[config.mk]
export PLATFORM = sky130hd
export DESIGN_NAME = group_spike_detector
export DESIGN_NICKNAME = d
export VERILOG_FILES = /design/src/rtl/gsd_pkg.sv /design/src/rtl/gsd_front.sv /design/src/rtl/gsd_back.sv /design/src/rtl/group_spike_detector.sv
export SDC_FILE = /design/constraint.sdc
export NUM_CORES = 2
export LEC_CHECK = 0
export BUFFER_PORTS_ARGS = -buffer_cell sky130_fd_sc_hd__buf_2
export CORE_ASPECT_RATIO = 1.4
export CORE_MARGIN = 1
export CORE_UTILIZATION = 32
export CTS_CLUSTER_SIZE = 24
export DETAILED_ROUTE_END_ITERATION = 12
export MAX_ROUTING_LAYER = met4
export PLACE_DENSITY = 0.59
export SLEW_MARGIN = 5
export SYNTH_ARGS = -nofsm -noshare
export SYNTH_HDL_FRONTEND = slang
export SYNTH_HIERARCHICAL = 1
export SYNTH_SLANG_ARGS = --single-unit
[constraint.sdc]
create_clock -name clk -period 23.2 [get_ports clk]
set_clock_uncertainty 0.1 [all_clocks]
set_input_delay 2.32 -clock clk [delete_from_list [all_inputs] [get_ports clk]]
set_output_delay 2.32 -clock clk [all_outputs]
set_load 0.01 [all_outputs]
[src/rtl/gsd_pkg.sv]
// ============================================================================
// gsd_pkg: shared types, constants and functions of the group spike detector
// Sizes of the sample row, the per-group state, the internal queues and the
// register map, plus the channel magnitude and queue pointer functions.
// ============================================================================
package gsd_pkg;

    // Block dimensions
    localparam int GROUPS             = 16;
    localparam int CHANNELS_PER_GROUP = 4;
    localparam int SAMPLE_BITS        = 16;

    // Fixed field widths of the ports
    localparam int CHAN_FIELDS = 4;
    localparam int CHAN_W      = 16;
    localparam int GRP_W       = 4;
    localparam int TIME_W      = 63;
    localparam int CFG_W       = 16;
    localparam int CFG_IDX_W   = 2;
    localparam int OUT_MAG_W   = 16;

    // Derived widths
    localparam int NCH       = (CHANNELS_PER_GROUP < CHAN_FIELDS) ?
                               CHANNELS_PER_GROUP : CHAN_FIELDS;
    localparam int MAG_W     = (SAMPLE_BITS > CFG_W) ? SAMPLE_BITS : CFG_W;
    localparam int GRP_IDX_W = (GROUPS > 1) ? $clog2(GROUPS) : 1;

    // Depth of the classified-row queue and of the result queue
    localparam int QUEUE_DEPTH = 2;
    localparam int QPTR_W      = (QUEUE_DEPTH > 1) ? $clog2(QUEUE_DEPTH) : 1;
    localparam int QCNT_W      = $clog2(QUEUE_DEPTH + 1);

    // Register map
    typedef enum logic [CFG_IDX_W-1:0] {
        REG_DETECT_THRESHOLD = 2'd0,
        REG_RETURN_THRESHOLD = 2'd1,
        REG_RETURN_COUNT     = 2'd2
    } cfg_index_t;

    typedef struct packed {
        logic [CFG_W-1:0] detect_threshold;
        logic [CFG_W-1:0] return_threshold;
        logic [CFG_W-1:0] return_count;
    } cfg_t;

    typedef logic [CHAN_FIELDS-1:0][CHAN_W-1:0] chan_vec_t;

    // One classified sample row, handed from the front end to the back end
    typedef struct packed {
        logic                 in_range;
        logic [GRP_IDX_W-1:0] grp;
        logic                 above;
        logic                 below;
        logic [MAG_W-1:0]     peak;
        logic [TIME_W-1:0]    ts;
    } class_t;

    // One finished detection
    typedef struct packed {
        logic [GRP_W-1:0]     grp;
        logic [TIME_W-1:0]    peak_time;
        logic [OUT_MAG_W-1:0] peak_magnitude;
    } event_t;

    // Absolute value of the low SAMPLE_BITS bits of a raw channel word,
    // read as two's complement.
    function automatic logic [MAG_W-1:0] magnitude_of(input logic [CHAN_W-1:0] raw);
        logic [MAG_W-1:0]       ext;
        logic [SAMPLE_BITS-1:0] v;
        logic [SAMPLE_BITS-1:0] neg;
        ext = MAG_W'(raw);
        v   = ext[SAMPLE_BITS-1:0];
        neg = ~v + SAMPLE_BITS'(1);
        if (v[SAMPLE_BITS-1])
            return MAG_W'(neg);
        return MAG_W'(v);
    endfunction

    function automatic logic [QPTR_W-1:0] ptr_inc(input logic [QPTR_W-1:0] ptr);
        if (ptr == QPTR_W'(QUEUE_DEPTH - 1))
            return '0;
        return ptr + QPTR_W'(1);
    endfunction

endpackage

[src/rtl/gsd_front.sv]
// ============================================================================
// gsd_front: row classifier and classified-row queue
// Computes channel magnitudes, threshold flags and the row peak, and queues
// the classified row for the back end.
// ============================================================================
module gsd_front (
    input  logic                          clk,
    input  logic                          rst_n,
    input  logic                          push,
    output logic                          full,
    input  logic [gsd_pkg::GRP_W-1:0]     grp,
    input  logic [gsd_pkg::TIME_W-1:0]    timestamp,
    input  gsd_pkg::chan_vec_t            chan,
    input  gsd_pkg::cfg_t                 cfg,
    output logic                          q_valid,
    output gsd_pkg::class_t               q_head,
    input  logic                          q_pop
);
    import gsd_pkg::*;

    class_t              cls;
    logic [MAG_W-1:0]    mag [NCH];
    logic                accept;

    class_t              entry_reg [QUEUE_DEPTH];
    logic [QPTR_W-1:0]   wr_ptr_reg, wr_ptr_next;
    logic [QPTR_W-1:0]   rd_ptr_reg, rd_ptr_next;
    logic [QCNT_W-1:0]   count_reg,  count_next;

    // Classification of the incoming row
    always_comb
    begin
        cls          = '0;
        cls.in_range = (int'(grp) < GROUPS);
        cls.grp      = GRP_IDX_W'(grp);
        cls.ts       = timestamp;
        cls.below    = 1'b1;
        for (int c = 0; c < NCH; c++)
        begin
            mag[c] = magnitude_of(chan[c]);
            if (mag[c] > MAG_W'(cfg.detect_threshold))
                cls.above = 1'b1;
            if (!(mag[c] < MAG_W'(cfg.return_threshold)))
                cls.below = 1'b0;
            if (mag[c] > cls.peak)
                cls.peak = mag[c];
        end
    end

    assign full    = (count_reg == QCNT_W'(QUEUE_DEPTH));
    assign accept  = push && !full;
    assign q_valid = (count_reg != '0);
    assign q_head  = entry_reg[rd_ptr_reg];

    always_comb
    begin
        wr_ptr_next = accept ? ptr_inc(wr_ptr_reg) : wr_ptr_reg;
        rd_ptr_next = q_pop  ? ptr_inc(rd_ptr_reg) : rd_ptr_reg;
        count_next  = count_reg;
        if (accept && !q_pop)
            count_next = count_reg + QCNT_W'(1);
        else if (!accept && q_pop)
            count_next = count_reg - QCNT_W'(1);
    end

    always_ff @(posedge clk or negedge rst_n)
    begin
        if (!rst_n)
        begin
            wr_ptr_reg <= '0;
            rd_ptr_reg <= '0;
            count_reg  <= '0;
        end
        else
        begin
            wr_ptr_reg <= wr_ptr_next;
            rd_ptr_reg <= rd_ptr_next;
            count_reg  <= count_next;
        end
    end

    always_ff @(posedge clk)
    begin
        if (accept)
            entry_reg[wr_ptr_reg] <= cls;
    end

endmodule

[src/rtl/gsd_back.sv]
// ============================================================================
// gsd_back: per-group detection state and result queue
// Applies one classified row per cycle to its group's state, while the
// result queue is not full, and queues a result when a detection ends.
// ============================================================================
module gsd_back (
    input  logic                          clk,
    input  logic                          rst_n,
    input  logic [gsd_pkg::CFG_W-1:0]     return_count,
    input  logic                          q_valid,
    input  gsd_pkg::class_t               q_head,
    output logic                          q_pop,
    output logic                          empty,
    input  logic                          pop,
    output gsd_pkg::event_t               evt
);
    import gsd_pkg::*;

    // Per-group state
    logic                 active_reg    [GROUPS];
    logic [CFG_W-1:0]     quiet_reg     [GROUPS];
    logic [MAG_W-1:0]     best_mag_reg  [GROUPS];
    logic [TIME_W-1:0]    best_time_reg [GROUPS];

    logic                 cur_active;
    logic [CFG_W-1:0]     cur_quiet;
    logic [MAG_W-1:0]     cur_best;
    logic [TIME_W-1:0]    cur_time;
    logic [CFG_W-1:0]     quiet_inc;
    logic                 new_peak;

    logic                 st_we;
    logic                 active_next;
    logic [CFG_W-1:0]     quiet_next;
    logic [MAG_W-1:0]     best_mag_next;
    logic [TIME_W-1:0]    best_time_next;
    logic                 emit;
    event_t               new_evt;

    // Result queue
    event_t               entry_reg [QUEUE_DEPTH];
    logic [QPTR_W-1:0]    wr_ptr_reg, wr_ptr_next;
    logic [QPTR_W-1:0]    rd_ptr_reg, rd_ptr_next;
    logic [QCNT_W-1:0]    count_reg,  count_next;
    logic                 out_pop;

    assign q_pop      = q_valid && (count_reg != QCNT_W'(QUEUE_DEPTH));
    assign cur_active = active_reg[q_head.grp];
    assign cur_quiet  = quiet_reg[q_head.grp];
    assign cur_best   = best_mag_reg[q_head.grp];
    assign cur_time   = best_time_reg[q_head.grp];
    assign quiet_inc  = (cur_quiet == '1) ? cur_quiet : cur_quiet + CFG_W'(1);
    assign new_peak   = q_head.peak > cur_best;

    always_comb
    begin
        st_we          = 1'b0;
        emit           = 1'b0;
        active_next    = cur_active;
        quiet_next     = cur_quiet;
        best_mag_next  = new_peak ? q_head.peak : cur_best;
        best_time_next = new_peak ? q_head.ts   : cur_time;

        new_evt                = '0;
        new_evt.grp            = GRP_W'(q_head.grp);
        new_evt.peak_time      = best_time_next;
        new_evt.peak_magnitude = OUT_MAG_W'(best_mag_next);

        if (q_pop && q_head.in_range)
        begin
            if (!cur_active)
            begin
                if (q_head.above)
                begin
                    st_we          = 1'b1;
                    active_next    = 1'b1;
                    best_mag_next  = q_head.peak;
                    best_time_next = q_head.ts;
                end
            end
            else
            begin
                st_we = 1'b1;
                if (!q_head.below)
                    quiet_next = '0;
                else if (quiet_inc >= return_count)
                begin
                    emit          = 1'b1;
                    active_next   = 1'b0;
                    quiet_next    = '0;
                    best_mag_next = '0;
                end
                else
                    quiet_next = quiet_inc;
            end
        end
    end

    always_ff @(posedge clk or negedge rst_n)
    begin
        if (!rst_n)
        begin
            for (int g = 0; g < GROUPS; g++)
            begin
                active_reg[g] <= 1'b0;
                quiet_reg[g]  <= '0;
            end
        end
        else if (st_we)
        begin
            active_reg[q_head.grp] <= active_next;
            quiet_reg[q_head.grp]  <= quiet_next;
        end
    end

    always_ff @(posedge clk)
    begin
        if (st_we)
        begin
            best_mag_reg[q_head.grp]  <= best_mag_next;
            best_time_reg[q_head.grp] <= best_time_next;
        end
    end

    // Result queue control
    assign empty   = (count_reg == '0);
    assign out_pop = pop && !empty;
    assign evt     = entry_reg[rd_ptr_reg];

    always_comb
    begin
        wr_ptr_next = emit    ? ptr_inc(wr_ptr_reg) : wr_ptr_reg;
        rd_ptr_next = out_pop ? ptr_inc(rd_ptr_reg) : rd_ptr_reg;
        count_next  = count_reg;
        if (emit && !out_pop)
            count_next = count_reg + QCNT_W'(1);
        else if (!emit && out_pop)
            count_next = count_reg - QCNT_W'(1);
    end

    always_ff @(posedge clk or negedge rst_n)
    begin
        if (!rst_n)
        begin
            wr_ptr_reg <= '0;
            rd_ptr_reg <= '0;
            count_reg  <= '0;
        end
        else
        begin
            wr_ptr_reg <= wr_ptr_next;
            rd_ptr_reg <= rd_ptr_next;
            count_reg  <= count_next;
        end
    end

    always_ff @(posedge clk)
    begin
        if (emit)
            entry_reg[wr_ptr_reg] <= new_evt;
    end

endmodule

[src/rtl/group_spike_detector.sv]
// ============================================================================
// group_spike_detector: threshold and hysteresis spike detector
// Per-group detection of spikes in a stream of multichannel sample rows,
// reporting the peak magnitude and its timestamp when each detection ends.
// ============================================================================
// Usage:
// The input channel behaves like the write side of a queue. A sample row
// (group, timestamp and four channel samples) is taken as a transaction at
// every rising edge with push high and full low. The result channel behaves
// like the read side of a queue: while empty is low, the oldest finished
// detection is on event_group, peak_time and peak_magnitude, and it is taken
// at a rising edge with pop high.
// A row is classified in the cycle it is accepted and queued; the back end
// then applies it to its group's state and registers the result of the row
// ending a detection in the result queue, which feeds the result ports.
// One row per cycle is sustained while the result queue is not full: the
// rate is set by the single read-modify-write of the per-group state in the
// back end. Two-entry queues sit between the classifier and the back end and
// in front of the result ports, so with a stalled receiver full rises once
// two results are waiting and two more rows are queued behind them.
// Reset puts every group idle, empties both queues and loads the thresholds
// with 1000 and 500 and the return count with 8. Registers are written
// through wr_en, wr_index and wr_data and should only change while no row
// is in flight.
// ============================================================================
module group_spike_detector (
    input  logic                              clk,
    input  logic                              rst_n,

    // Register write port
    input  logic                              wr_en,
    input  logic [gsd_pkg::CFG_IDX_W-1:0]     wr_index,
    input  logic [gsd_pkg::CFG_W-1:0]         wr_data,

    // Sample rows
    input  logic                              push,
    output logic                              full,
    input  logic [gsd_pkg::GRP_W-1:0]         group,
    input  logic [gsd_pkg::TIME_W-1:0]        timestamp,
    input  logic signed [gsd_pkg::CHAN_W-1:0] chan_0,
    input  logic signed [gsd_pkg::CHAN_W-1:0] chan_1,
    input  logic signed [gsd_pkg::CHAN_W-1:0] chan_2,
    input  logic signed [gsd_pkg::CHAN_W-1:0] chan_3,

    // Detection results
    output logic                              empty,
    input  logic                              pop,
    output logic [gsd_pkg::GRP_W-1:0]         event_group,
    output logic [gsd_pkg::TIME_W-1:0]        peak_time,
    output logic [gsd_pkg::OUT_MAG_W-1:0]     peak_magnitude
);
    import gsd_pkg::*;

    cfg_t       cfg_reg, cfg_next;
    chan_vec_t  chan;
    logic       q_valid;
    logic       q_pop;
    class_t     q_head;
    event_t     evt;

    // Register file. An index outside the map is ignored.
    always_comb
    begin
        cfg_next = cfg_reg;
        if (wr_en)
        begin
            unique case (cfg_index_t'(wr_index))
                REG_DETECT_THRESHOLD: cfg_next.detect_threshold = wr_data;
                REG_RETURN_THRESHOLD: cfg_next.return_threshold = wr_data;
                REG_RETURN_COUNT:     cfg_next.return_count     = wr_data;
                default:              cfg_next                  = cfg_reg;
            endcase
        end
    end

    always_ff @(posedge clk or negedge rst_n)
    begin
        if (!rst_n)
        begin
            cfg_reg.detect_threshold <= CFG_W'(1000);
            cfg_reg.return_threshold <= CFG_W'(500);
            cfg_reg.return_count     <= CFG_W'(8);
        end
        else
            cfg_reg <= cfg_next;
    end

    assign chan[0] = chan_0;
    assign chan[1] = chan_1;
    assign chan[2] = chan_2;
    assign chan[3] = chan_3;

    // The front end classifies each row against the thresholds and queues it.
    gsd_front u_front (
        .clk       (clk),
        .rst_n     (rst_n),
        .push      (push),
        .full      (full),
        .grp       (group),
        .timestamp (timestamp),
        .chan      (chan),
        .cfg       (cfg_reg),
        .q_valid   (q_valid),
        .q_head    (q_head),
        .q_pop     (q_pop)
    );

    // The back end updates the group state and queues finished detections.
    gsd_back u_back (
        .clk          (clk),
        .rst_n        (rst_n),
        .return_count (cfg_reg.return_count),
        .q_valid      (q_valid),
        .q_head       (q_head),
        .q_pop        (q_pop),
        .empty        (empty),
        .pop          (pop),
        .evt          (evt)
    );

    assign event_group    = evt.grp;
    assign peak_time      = evt.peak_time;
    assign peak_magnitude = evt.peak_magnitude;

endmodule

# Word level (Yosys, flattened, before mapping)
# Memory sizes are Yosys's and may differ from the RTL's.
# Cells that the tools add are included.
# op_classes
shift	0
n_mux	84
add_sub_neg	13
multipliers	0
div	0
magnitude_cmp	16
bitwise	5
n_eq_ne	5
reduce_logical	23
# op_table
cell	count
two-way mux 16 bit	26
bitwise mux 256 bit	1
two-way mux 63 bit	4
> comparator 16 bit	8
adder 16 x 1 -> 16 bit, second input constant	5
binary-select mux 16 bit (select 4 bit)	1
demux 16 bit (select 4 bit)	1
less-than comparator 16 bit	4
NOT 16 bit	4
two-way mux 1 bit	44
bitwise mux 16 bit	1
== test 16 bit, second input constant	1
greater-or-equal comparator 16 bit	1
> comparator 16 x 1 -> 1 bit, second input constant	1
logical AND 1 bit	8
two-way mux 2 bit	4
zero test 1 bit	6
AND reduction 2 bit	3
nonzero test 2 bit	3
greater-or-equal comparator 5 bit, second input constant	1
less-than comparator 5 x 1 -> 1 bit, second input constant	1
NOT 4 -> 5 bit	1
adder 1 bit, second input constant	4
adder 2 x 1 -> 2 bit, second input constant	2
other kinds (8)	11
# word_totals
rom_bits	0
mem_bits_rw	1600
memories	4
latchBits	0
input_bits	154
reg_bits	328
# memory_table
name	words	word_bits	rd	rd_clocked_by_memory_dff	write_ports	line	text
u_back.best_time_reg	16	63	1	0	1	gsd_back.sv:23	logic [TIME_W-1:0] best_time_reg [GROUPS];
u_back.best_mag_reg	16	16	1	0	1	gsd_back.sv:22	logic [MAG_W-1:0] best_mag_reg [GROUPS];
u_front.entry_reg	2	85	1	0	1	gsd_front.sv:25	class_t entry_reg [QUEUE_DEPTH];
u_back.entry_reg	2	83	1	0	1	gsd_back.sv:41	event_t entry_reg [QUEUE_DEPTH];

# Longest topological paths before layout
# An unclocked memory read counts as a cell.
# logic_depth
ltp_word	16
mapped_depth	40

# Modules after synthesis
# The synthesis kept the hierarchy.
# by_module_without_submodules
mod	n_inst	area_each_um2	cells_each	seq_area_each_um2
gsd_back	1	69076.2	3551	49847.8
gsd_front	1	12087.8	1077	5205.0
group_spike_detector	1	1831.8	102	1217.4

# Worst setup path after synthesis
# OpenSTA, ideal clock, no wires.
# synth_timing
kind	input-to-reg
start	input chan_0[7] in the netlist's numbering
end	memory u_front/entry_reg[0][70] in the netlist's numbering, data pin
path_slack_ns	13.229
t_arrival_ns	9.597
path_stages	32
t_required_ns	22.826
path_cell_list	or4_1 -> or3_1 -> or2_1 -> or4b_1 -> ha_1 -> nand2_1 -> or3_1 -> or3_1 -> or4b_1 -> nand2_1 -> clkbuf_1 -> mux2i_1 -> inv_1 -> ha_1 -> a211oi_1 -> o21ai_0 -> a31oi_1 -> a21oi_1 -> a31oi_1 -> and2_4 -> buf_6 -> or3_1 -> nand2_1 -> ha_1 -> a2111oi_0 -> a21oi_1 -> o21a_1 -> or4_1 -> clkbuf_1 -> nand2_1 -> clkbuf_1 -> a31oi_1
# synth_rtl
item	line	text
start, declared	group_spike_detector.sv:40	input logic signed [gsd_pkg::CHAN_W-1:0] chan_0,
end, declared	gsd_front.sv:25	

==> run metrics <==
CP top delay family=simple AND/OR/NAND/NOR gates; Net Count, Synth=5094; hold buffers post-CTS=0; Clock transition at path regs=60 ps; Core Region=0.257 sq mm; TNS Setup=0 ps; io pins=239; max reg flops=1008; grt total ovfl=0; Final Hold Vio Count=0; CTS sink cnt=1928; Mapped Area=0.0830 sq mm; final worst path period share=0.475; gpl congestion=0.886; first-pass GRT wire length=319000 um; DR top layer=met4; met2 wire len=114000 um; Static Leak=32.5 nW; Yosys warning count=6; post-CTS setup buffer count=0; Max Clock Freq=90.7 MHz; row cnt=220; most common cell after layout, fill and taps aside=edfxtp_1; Initial Utilization=0.323; Pre-antenna DRT Iters=5; CP max stage delay=590 ps; synthesis-to-layout area growth=13.7%; dpl cells=8254; HPWL after DPL=131000 um; critical path class=in2reg; filler cell count=23879; status=finished clean; CP Data Arrival Time=11550 ps; relative slew slack=0.207; post-synthesis cell type count=91; Final Max Slew Viols=0; largest net degree at the start of global routing=119; Finished Layout Cells=8607; Post-synth EDFFs=1600; Crit path top cell by count=nand2_1; post-route ant nets=0; CP Data Required Time=23720 ps; Worst Path Max Fanout=25; fin worst setup slack=12170 ps; Worst Tran Pin Value=1190 ps; final wirelength=217000 um; vias in the first global route=46927; CTS tree=built; post-CTS sizing=0; crit start category=input pin; FFs w/ async S/R, synth=0.170; clock tree buffer depth=4; ys flop type=edfxtp_1; syn avg cell area=17.5 sq um; clock root buffer=clkbuf_16; Layout Nets=5373; area leader, netlist=edfxtp_1; flops & latches, synth=1928; vias per inst=5.16; Yosys top cell area share=0.579; maximum VDD drop=173 uV; die height=605 um; Synth Instances=4730; WP buf/inv=2; H-tree levels=4; PwrDens=148 mW/mm^2; Die ar.=0.261 sq mm; Total GRT Usage=0.170; CP Capture Type=flip-flop; metal3 WL=9900 um; Min-Delay Path Class=reg2reg; initial antenna violation count=9; final core utilization=0.367; DR WL/cell=25.2 um; sequential-to-total area share from yosys stat=0.678; Starting DRT DRC Count=3544; slowest library cell on the worst path=or4b_1; max_cap viols=0; clock latency on the worst-skew pair=880 ps; setup violators final=0; most frequent cells in the layout=edfxtp_1 (1600), mux4_2 (448), mux2_2 (345), nand2_1 (338), dfrtp_1 (313); total chip power=13.9 mW; layout cells sized above 1=0.291; DRC viols=0; Inserted Clock Buffers=194; Port Buf Inserts=238; Min Clock Period, post-route=11030 ps; via count=44378; leading post-synthesis cells by cell area=edfxtp_1 (58%), mux4_2 (12%), dfrtp_1 (9.5%); DP Worst Slack=11410 ps; chip width=432 um; M1 wire length=87800 um; RSZ-0062 raised after global routing=no
==> through the flow <==
step / cell area [sq um] / hold slack, ps
final: 94400 / 375
after global placement: 88200 / 354
after global routing: 94400 / 397
after floorplan: 83000 / 342
after detailed placement: 88200 / 363
after CTS: 94400 / 377
==> layer usage <==
| layer | global-route usage | vias to the layer above |
|---|---|---|
| li1 | - | 19417 |
| met1 | 0.205 | 23505 |
| met2 | 0.297 | 1141 |
| met3 | 0.0202 | 315 |
| met4 | 0.0479 | 0 |
| met5 | - | - |
==> kinds of logic (layout without fill, tap and decap cells) <==
logic type,Yosys count,count (layout),share of synthesized area
fa+ha+maj,210,210,0.0317
flops,1928,1928,0.678
xor+xnor,72,72,0.00760
compound gates,616,616,0.0461
mux,841,841,0.177
buf+inv,380,810,0.0204
other cells,1,7,0.0000452
simple gates,682,682,0.0388
==> area by class of cell <==
cell class | instances | area [sq um] | share of cell area
Sequential cell | 1928 | 56300 | 0.596
Antenna cell | 6 | 15.0 | 0.000159
Inverter | 133 | 542 | 0.00574
Multi-Input combinational cell | 2422 | 25200 | 0.267
Clock inverter | 109 | 980 | 0.0104
Clock buffer | 238 | 5190 | 0.0549
Timing Repair Buffer | 330 | 1900 | 0.0202
Tap cell | 3441 | 4310 | 0.0456
==> final timing paths <==
check                                             startpoint                                  to  slack [ps]  cells after the start
hold / removal             u_back/quiet_reg[156]$_DFFE_PN0P_   u_back/quiet_reg[156]$_DFFE_PN0P_         380                      2
min in group asynchronous                              rst_n   u_back/quiet_reg[144]$_DFFE_PN0P_        1450                      1
max in group asynchronous                              rst_n    u_back/quiet_reg[98]$_DFFE_PN0P_       19140                      3
hold reg to reg            u_back/quiet_reg[156]$_DFFE_PN0P_   u_back/quiet_reg[156]$_DFFE_PN0P_         380                      2
setup / recovery                                   chan_0[7]  u_front/entry_reg[1][72]$_DFFE_PP_       12170                     31
setup reg to reg              u_front/rd_ptr_reg$_DFFE_PN0P_   u_back/entry_reg[0][52]$_DFFE_PP_       13870                     19
==> power breakdown <==
| group | switching (mW) | total, mW | internal [mW] |
|---|---|---|---|
| clock | 1.32 | 3.08 | 1.77 |
| sequential | 0.137 | 5.79 | 5.65 |
| combinational | 3.29 | 5.07 | 1.78 |
==> Yosys cell counts, drive strengths merged, types with 5 or more instances <==
| cell type | n |
|---|---|
| edfxtp | 1600 |
| mux4 | 464 |
| mux2 | 349 |
| nand2 | 342 |
| o21ai | 316 |
| dfrtp | 315 |
| ha | 210 |
| clkbuf | 143 |
| inv | 130 |
| a21oi | 106 |
| buf | 104 |
| nor2 | 95 |
| nand4 | 46 |
| nand3 | 42 |
| xnor2 | 41 |
| xor2 | 31 |
| nor3 | 29 |
| a21o | 28 |
| mux2i | 28 |
| o31ai | 24 |
| nor4 | 20 |
| nand2b | 18 |
| nor2b | 18 |
| or3 | 18 |
| a32o | 17 |
| a22oi | 15 |
| and3 | 14 |
| a211oi | 13 |
| dfstp | 13 |
| a31oi | 12 |
| and2 | 12 |
| o41ai | 10 |
| a21boi | 9 |
| a221oi | 8 |
| o21a | 8 |
| or4 | 8 |
| o22ai | 7 |
| or2 | 7 |
| a31o | 6 |
| o211ai | 6 |
| o31a | 5 |
==> tightest hold or removal path, delay by kind of cell (launching register included) <==
kind / cells / cell delay [ps]
flip-flops: 1 / 340
AO/OA/AOI/OAI: 1 / 60
AND/OR/NAND/NOR: 1 / 50
Power figures use the tool's default switching activity.
